==> src/rtl/nsr_pkg.sv <==
// ----------------------------------------------------------------------------
// nsr_pkg
// Shared constants and controller/datapath interface types for the
// fixed-point Newton square root.
// ----------------------------------------------------------------------------
`timescale 1ns / 1ps
`default_nettype none

package nsr_pkg;

	// Port widths of the item fields
	localparam int VALUE_W = 32;
	localparam int ROOT_W  = 24;

	// Defaults for the top-level parameters
	localparam int DEF_WIDTH     = 32;
	localparam int DEF_FRAC_BITS = 16;

	typedef enum logic [2:0] {
		ST_IDLE,
		ST_CHECK,
		ST_DIV,
		ST_UPDATE,
		ST_EMIT
	} nsr_state_t;

	// Controller -> datapath
	typedef struct packed {
		logic load;     // latch operand, seed guess
		logic div_init; // clear divider, reload dividend
		logic div_step; // one restoring step
		logic update;   // guess <= next guess
		logic emit;     // load output register
	} nsr_cmd_t;

	// Datapath -> controller
	typedef struct packed {
		logic special;   // negative or zero operand
		logic div_last;  // final divider step this cycle
		logic converged; // next guess not below current guess
	} nsr_status_t;

endpackage

`default_nettype wire

==> src/rtl/nsr_ctrl.sv <==
// ----------------------------------------------------------------------------
// nsr_ctrl
// Sequencer for the Newton square root: accept, iterate divide/update,
// then hand the result to the output register.
// ----------------------------------------------------------------------------
`timescale 1ns / 1ps
`default_nettype none

module nsr_ctrl (
	input  wire logic               clk,
	input  wire logic               arst_n,
	input  wire logic               in_valid,
	output logic                    in_stall,
	output logic                    out_valid,
	input  wire logic               out_stall,
	output nsr_pkg::nsr_cmd_t       cmd,
	input  wire nsr_pkg::nsr_status_t sts
);

	nsr_pkg::nsr_state_t state_q, state_nxt;
	logic                out_valid_q;
	logic                out_free;

	assign out_free  = !out_valid_q || !out_stall;
	assign out_valid = out_valid_q;

	always_ff @(posedge clk or negedge arst_n) begin
		if (!arst_n) begin
			state_q     <= nsr_pkg::ST_IDLE;
			out_valid_q <= 1'b0;
		end else begin
			state_q <= state_nxt;
			if (cmd.emit) begin
				out_valid_q <= 1'b1;
			end else if (!out_stall) begin
				out_valid_q <= 1'b0;
			end
		end
	end

	always_comb begin
		state_nxt = state_q;
		cmd       = '0;
		in_stall  = 1'b1;
		case (state_q)
			nsr_pkg::ST_IDLE: begin
				in_stall = 1'b0;
				if (in_valid) begin
					cmd.load  = 1'b1;
					state_nxt = nsr_pkg::ST_CHECK;
				end
			end
			nsr_pkg::ST_CHECK: begin
				if (sts.special) begin
					state_nxt = nsr_pkg::ST_EMIT;
				end else begin
					cmd.div_init = 1'b1;
					state_nxt    = nsr_pkg::ST_DIV;
				end
			end
			nsr_pkg::ST_DIV: begin
				cmd.div_step = 1'b1;
				if (sts.div_last) begin
					state_nxt = nsr_pkg::ST_UPDATE;
				end
			end
			nsr_pkg::ST_UPDATE: begin
				if (sts.converged) begin
					state_nxt = nsr_pkg::ST_EMIT;
				end else begin
					cmd.update = 1'b1;
					state_nxt  = nsr_pkg::ST_CHECK;
				end
			end
			nsr_pkg::ST_EMIT: begin
				if (out_free) begin
					cmd.emit  = 1'b1;
					state_nxt = nsr_pkg::ST_IDLE;
				end
			end
			default: begin
				state_nxt = nsr_pkg::ST_IDLE;
			end
		endcase
	end

endmodule

`default_nettype wire

==> src/rtl/nsr_dp.sv <==
// ----------------------------------------------------------------------------
// nsr_dp
// Datapath: operand and guess registers, restoring bit-serial divider,
// Newton update and output register.
// ----------------------------------------------------------------------------
`timescale 1ns / 1ps
`default_nettype none

module nsr_dp #(
	parameter int WIDTH     = nsr_pkg::DEF_WIDTH,
	parameter int FRAC_BITS = nsr_pkg::DEF_FRAC_BITS
) (
	input  wire logic                         clk,
	input  wire logic                         arst_n,
	input  wire logic signed [nsr_pkg::VALUE_W-1:0] value,
	output logic [nsr_pkg::ROOT_W-1:0]        root,
	output logic                              invalid,
	input  wire nsr_pkg::nsr_cmd_t            cmd,
	output nsr_pkg::nsr_status_t              sts
);

	// Guess must hold both the operand and the value 1.0
	localparam int GW = (WIDTH > FRAC_BITS + 1) ? WIDTH : FRAC_BITS + 1;
	localparam int QW = GW + 1;              // quotient
	localparam int RW = GW + 1;              // partial remainder
	localparam int DW = WIDTH + FRAC_BITS;   // dividend x << FRAC_BITS
	localparam int CW = $clog2(DW);

	logic [WIDTH-1:0] opnd;
	logic [GW-1:0]    opnd_g, one_g, seed;

	logic [WIDTH-1:0] x_q;
	logic [GW-1:0]    guess_q;
	logic             neg_q, zero_q;
	logic [DW-1:0]    dvd_q;
	logic [RW-1:0]    rem_q;
	logic [QW-1:0]    quo_q;
	logic [CW-1:0]    cnt_q;

	logic [RW-1:0]    rem_sh, rem_sub;
	logic             take;
	logic [GW+1:0]    sum;
	logic [GW:0]      nxt;

	logic [nsr_pkg::ROOT_W-1:0] root_q;
	logic                       invalid_q;

	// Bits above WIDTH are dropped; WIDTH above the port width zero-fills
	assign opnd   = WIDTH'($unsigned(value));
	assign opnd_g = GW'(opnd);
	assign one_g  = GW'(1) << FRAC_BITS;
	assign seed   = (opnd_g > one_g) ? opnd_g : one_g;

	// Restoring step; remainder stays below the divisor so its top bit is free
	assign rem_sh  = {rem_q[RW-2:0], dvd_q[DW-1]};
	assign take    = rem_sh >= RW'(guess_q);
	assign rem_sub = rem_sh - RW'(guess_q);

	// next = floor((guess + q) / 2)
	assign sum = (GW + 2)'(guess_q) + (GW + 2)'(quo_q);
	assign nxt = sum[GW+1:1];

	assign sts.special   = neg_q || zero_q;
	assign sts.div_last  = cnt_q == CW'(DW - 1);
	assign sts.converged = nxt >= (GW + 1)'(guess_q);

	always_ff @(posedge clk or negedge arst_n) begin
		if (!arst_n) begin
			x_q       <= '0;
			guess_q   <= '0;
			neg_q     <= 1'b0;
			zero_q    <= 1'b0;
			dvd_q     <= '0;
			rem_q     <= '0;
			quo_q     <= '0;
			cnt_q     <= '0;
			root_q    <= '0;
			invalid_q <= 1'b0;
		end else begin
			if (cmd.load) begin
				x_q     <= opnd;
				guess_q <= seed;
				neg_q   <= opnd[WIDTH-1];
				zero_q  <= opnd == '0;
			end else if (cmd.update) begin
				guess_q <= nxt[GW-1:0];
			end

			if (cmd.div_init) begin
				dvd_q <= DW'(x_q) << FRAC_BITS;
				rem_q <= '0;
				quo_q <= '0;
				cnt_q <= '0;
			end else if (cmd.div_step) begin
				dvd_q <= dvd_q << 1;
				rem_q <= take ? rem_sub : rem_sh;
				quo_q <= {quo_q[QW-2:0], take};
				cnt_q <= cnt_q + CW'(1);
			end

			if (cmd.emit) begin
				root_q    <= sts.special ? '0 : nsr_pkg::ROOT_W'(guess_q);
				invalid_q <= neg_q;
			end
		end
	end

	assign root    = root_q;
	assign invalid = invalid_q;

endmodule

`default_nettype wire

==> src/rtl/newton_square_root.sv <==
// ----------------------------------------------------------------------------
// newton_square_root
// Square root of a signed fixed-point operand by Newton iteration, with a
// shared restoring bit-serial divider; one item in flight at a time.
// ----------------------------------------------------------------------------
//  channel | signals                          | direction
//  --------+----------------------------------+----------
//  in      | in_valid, in_stall, value[31:0]  | into block
//  out     | out_valid, out_stall, root[23:0],| out of block
//          | invalid                          |
//
//  Each positive item takes a series of Newton steps, each a full pass of the
//  restoring divider; every step but the last also updates the guess. The divider makes
//  one quotient bit per cycle and takes up most of each item's time.
//  Negative and zero operands skip the divider and go straight to the output register.
//  Reset (arst_n low) empties the block and the output register.
//  A new item is taken while a finished result waits in the output register.
// ----------------------------------------------------------------------------
`timescale 1ns / 1ps
`default_nettype none

module newton_square_root #(
	parameter int WIDTH     = nsr_pkg::DEF_WIDTH,     // operand width
	parameter int FRAC_BITS = nsr_pkg::DEF_FRAC_BITS  // fraction bits
) (
	input  wire logic                               clk,
	input  wire logic                               arst_n,
	input  wire logic                               in_valid,
	output logic                                    in_stall,
	input  wire logic signed [nsr_pkg::VALUE_W-1:0] value,
	output logic                                    out_valid,
	input  wire logic                               out_stall,
	output logic [nsr_pkg::ROOT_W-1:0]              root,
	output logic                                    invalid
);

	nsr_pkg::nsr_cmd_t    cmd;
	nsr_pkg::nsr_status_t sts;

	// Sequencer: accept, then per Newton step one divider pass and, until convergence, one update
	nsr_ctrl u_ctrl (
		.clk       (clk),
		.arst_n    (arst_n),
		.in_valid  (in_valid),
		.in_stall  (in_stall),
		.out_valid (out_valid),
		.out_stall (out_stall),
		.cmd       (cmd),
		.sts       (sts)
	);

	// Operand, guess, divider and output registers
	nsr_dp #(
		.WIDTH     (WIDTH),
		.FRAC_BITS (FRAC_BITS)
	) u_dp (
		.clk     (clk),
		.arst_n  (arst_n),
		.value   (value),
		.root    (root),
		.invalid (invalid),
		.cmd     (cmd),
		.sts     (sts)
	);

endmodule

`default_nettype wire

==> config.mk <==
export PLATFORM = sky130hd
export DESIGN_NAME = newton_square_root
export DESIGN_NICKNAME = d
export VERILOG_FILES = /design/src/rtl/nsr_pkg.sv /design/src/rtl/nsr_ctrl.sv /design/src/rtl/nsr_dp.sv /design/src/rtl/newton_square_root.sv
export SDC_FILE = /design/constraint.sdc
export NUM_CORES = 1
export LEC_CHECK = 0
export BUFFER_PORTS_ARGS = -buffer_cell sky130_fd_sc_hd__buf_2
export CORE_ASPECT_RATIO = 1.2
export CORE_MARGIN = 2
export CORE_UTILIZATION = 45
export DETAILED_ROUTE_END_ITERATION = 8
export PLACE_DENSITY = 0.62
export REMOVE_ABC_BUFFERS = 1
export SLEW_MARGIN = 10
export SYNTH_ARGS = -nofsm -noshare
export SYNTH_HDL_FRONTEND = slang
export SYNTH_SLANG_ARGS = --single-unit
export TNS_END_PERCENT = 1
==> constraint.sdc <==
create_clock -name clk -period 7.2 [get_ports clk]
set_clock_uncertainty 0.05 [all_clocks]
set_input_delay 1.44 -clock clk [delete_from_list [all_inputs] [get_ports clk]]
set_output_delay 1.44 -clock clk [all_outputs]
set_load 0.005 [all_outputs]
==> flow_metrics.py <==
metrics = {
    "finish": {
        "nFillCells": 2597,
        "diodes": 0,
        "area_growth_pct": 9.73,
        "drive_gt1_share_pct": 8.74,
        "finalNetCount": 1585,
    },
    "synthesis": {
        "yosysTopAreaCell": "dfrtp_1",
        "synth.area.top_cells": "dfrtp_1 40%, nand2_1 11%, ha_1 9.8%",
        "yosysSeqAreaShare_pct": 40.1,
        "avgSynthCellArea_um2": 8.64,
        "synthFlopType": "dfrtp_1",
        "syn_area_um2": 12300,
        "synth-seq-cells": 197,
        "syn_inst": 1424,
        "synth_edf_count": 0,
        "yosys-top-cells-count": "361 x nand2_1, 197 x dfrtp_1, 96 x ha_1",
        "yosys.cell_types.count": 75,
        "synth_top_area_share_pct": 40.1,
        "synth_warnings": 0,
        "yosysMostFrequentCell": "nand2_1",
        "synthArstFlopShare_pct": 100,
    },
    "detailed_routing": {
        "first_pass_iters": 6,
        "drtIter0Drc": 760,
        "vias": 10400,
        "detail_route.vias_per_cell": 5.79,
        "final_antenna_net_count": 0,
        "drt_wl_total_um": 32900,
        "wl_per_cell_um": 18.3,
        "drcViolationCount": 0,
    },
    "global_routing": {
        "grt_pass1_wl_um": 53900,
        "track_usage_pct": 23.7,
        "grt_start_max_net_pins": 177,
        "grt-ovfl-total": 0,
        "grt_pass1_vias": 10300,
        "grt_antenna_before_repair": 0,
    },
    "clock_tree": {
        "cts_resized": 0,
        "cts_setup_buffers": 0,
        "numCtsBuffers": 17,
        "cts_hold_buffers": 0,
        "cts_htree_levels": 4,
        "ctsLongestPathBuffers": 2,
        "cts_sinks": 197,
        "cts-root-buf": "clkbuf_16",
        "clk_latency_ps": 450,
        "clkTransAtPathRegs_ps": 80,
        "cts_tree": "done",
    },
    "run_status": {
        "status": "complete, no violations",
    },
    "worst_setup_path": {
        "end_kind": "flip-flop",
        "critPathLaunchType": "flip-flop",
        "crit_chain": "inv_1, fa_1, nand2b_1, a211oi_1, o221a_4, a21oi_2, o21ai_2, a221o_1, o41ai_2, xnor2_1, ha_1, o21a_1, o21ai_0, nand2b_1, o311ai_1, a211o_1, a31oi_2, and3_1, mux2i_1, o21ai_1",
        "path_buf_inv": 1,
        "path_class": "reg -> reg",
        "crit_fanout": 17,
        "crit_top_cell": "nand2b_1",
        "worstPathArrival_ps": 6260,
        "critPathRequiredTime_ps": 7470,
        "slowest_delay_ps": 860,
        "cp_slowest_cell": "and3_1",
        "crit_family": "compound AO/OA/AOI/OAI gates",
    },
    "die": {
        "io_pins": 63,
        "die_h_um": 185,
        "die-area_um2": 28700,
        "die_x_um": 155,
        "core_area_um2": 27000,
        "initial_core_util_pct": 45.5,
        "num_rows": 66,
    },
    "pwr": {
        "intPower_w": 0.00291,
        "p_clk_share_pct": 18.3,
        "ir_drop_mv": 0.181,
        "leakage_nw": 6.55,
        "switching_share_pct": 45.7,
        "p_sw_w": 0.00244,
        "comb_power_share_pct": 49.4,
        "powerDensity_nw_per_um2": 396,
        "total_power_w": 0.00535,
        "seqPwrFrac_pct": 32.2,
    },
    "job": {
        "cap_viol_max_count": 0,
    },
    "hold_path": {
        "hold_class": "reg -> reg",
    },
    "timing": {
        "setup_slack_ps": 1210,
        "maxSlewViolCount": 0,
        "fmax_mhz": 167,
        "hold_violations": 0,
        "period_minus_slack_ps": 5990,
        "rsz0062_at_grt": "no",
        "relSlewSlack_pct": 30.4,
        "setup_viol_count_final": 0,
        "period_share_pct": 83.2,
        "max_slew.worst_pin.slew_ps": 1040,
    },
    "place": {
        "dp_slack_ps": 1280,
        "gp_congestion": 0.885,
        "portBuffers": 62,
        "dp_hpwl_um": 23600,
    },
}
==> state kept, by name (all words and copies together) (netlist names) <==
signal            cells
u_ctrl.out_valid      1
u_dp.cnt_q            6
u_ctrl.state_q        3
u_dp.neg_q            1
u_dp.x_q             31
u_dp.quo_q           33
u_dp.dvd_q           32
u_dp.zero_q           1
u_dp.guess_q         32
u_dp.rem_q           32
u_dp.invalid          1
u_dp.root            24
==> power by group through the flow <==
stage | combinational [W] | sequential [W] | clock (W)
after global routing | 0.00297 | 0.00177 | 0.00104
after CTS | 0.00265 | 0.00172 | 0.00100
after global placement | 0.00259 | 0.00173 | 0
final | 0.00264 | 0.00172 | 0.000980
after floorplan | 0.00183 | 0.00167 | 0
after detailed placement | 0.00264 | 0.00174 | 0
==> worst register-to-register path, stage by stage (launching register included) <==
cell and delay [ps]:
dfrtp_1 450, inv_1 130, fa_1 440, nand2b_1 180, a211oi_1 440, o221a_4 330
a21oi_2 80, o21ai_2 290, a221o_1 310, o41ai_2 90, xnor2_1 200, ha_1 290
o21a_1 190, o21ai_0 290, nand2b_1 160, o311ai_1 130, a211o_1 300, a31oi_2 260
and3_1 870, mux2i_1 310, o21ai_1 80
==> area by class of cell <==
cell class | count | area [um^2] | area share [%]
clock inverters | 13 | 165 | 1.22
inverters | 49 | 184 | 1.36
well taps | 340 | 425 | 3.15
multi-input cells | 1114 | 6950 | 51.5
flip-flops and latches | 197 | 4930 | 36.5
repair buffers | 72 | 407 | 3.01
clock buffers | 19 | 433 | 3.21
==> per-stage QoR <==
| step | area, um^2 | hold slack (ps) | utilization [%] | setup TNS, ps | instances |
|---|---|---|---|---|---|
| global route | 13500 | 445 | 50.0 | 0 | 1804 |
| finish | 13500 | 424 | 50.0 | 0 | 1804 |
| global placement | 12900 | 405 | 47.8 | 0 | 1772 |
| detailed placement | 12900 | 413 | 47.8 | 0 | 1772 |
| floorplan | 12000 | 396 | - | -115550 | 1360 |
| CTS | 13500 | 433 | 50.0 | 0 | 1804 |
==> final timing paths <==
check | slack (ps) | start | to | depth (start not counted)
min in group asynchronous | 810 | arst_n | u_dp.rem_q[28]$_DFFE_PN0P_ | 1
setup reg to reg | 1210 | u_dp.guess_q[1]$_DFFE_PN0P_ | u_dp.guess_q[23]$_DFFE_PN0P_ | 20
setup / recovery | 1210 | u_dp.guess_q[1]$_DFFE_PN0P_ | u_dp.guess_q[23]$_DFFE_PN0P_ | 20
hold reg to reg | 420 | u_dp.root[2]$_DFFE_PN0P_ | u_dp.root[2]$_DFFE_PN0P_ | 2
max in group asynchronous | 5020 | arst_n | u_dp.quo_q[3]$_DFFE_PN0P_ | 2
hold / removal | 420 | u_dp.root[2]$_DFFE_PN0P_ | u_dp.root[2]$_DFFE_PN0P_ | 2
==> kinds of logic after synthesis <==
| logic type | after synthesis | synth area share [%] |
|---|---|---|
| AO/OA/AOI/OAI | 369 | 19.6 |
| XOR/XNOR | 60 | 4.27 |
| adder cells (fa/ha/maj) | 98 | 10.1 |
| buffers and inverters | 113 | 3.62 |
| flip-flops | 197 | 40.1 |
| multiplexers | 39 | 3.18 |
| AND/OR/NAND/NOR | 548 | 19.1 |
==> cell usage in the layout, fill, tap and decap left out, drive strengths merged, types with 10 or more instances in the layout <==
master,n
ha,96
xor2,19
a31oi,10
a2bb2oi,16
mux2i,38
nand2,362
nand4,22
inv,54
clkbuf,20
nor2,57
o21ai,112
a22oi,31
nor4,10
nand2b,13
and3,12
xnor2,41
dfrtp,197
a21oi,91
a21o,23
nor3,15
nand3,29
buf,71
==> per-layer routing <==
metal  GRT usage (%)  part of all wire [%]  routed length [um]
met5               0                     0                   0
met4            9.78                   3.5                1170
met3            3.11                   3.4                1110
met2            40.4                    48               15900
met1            30.5                    45               14700
Power figures use the tool's default switching activity.
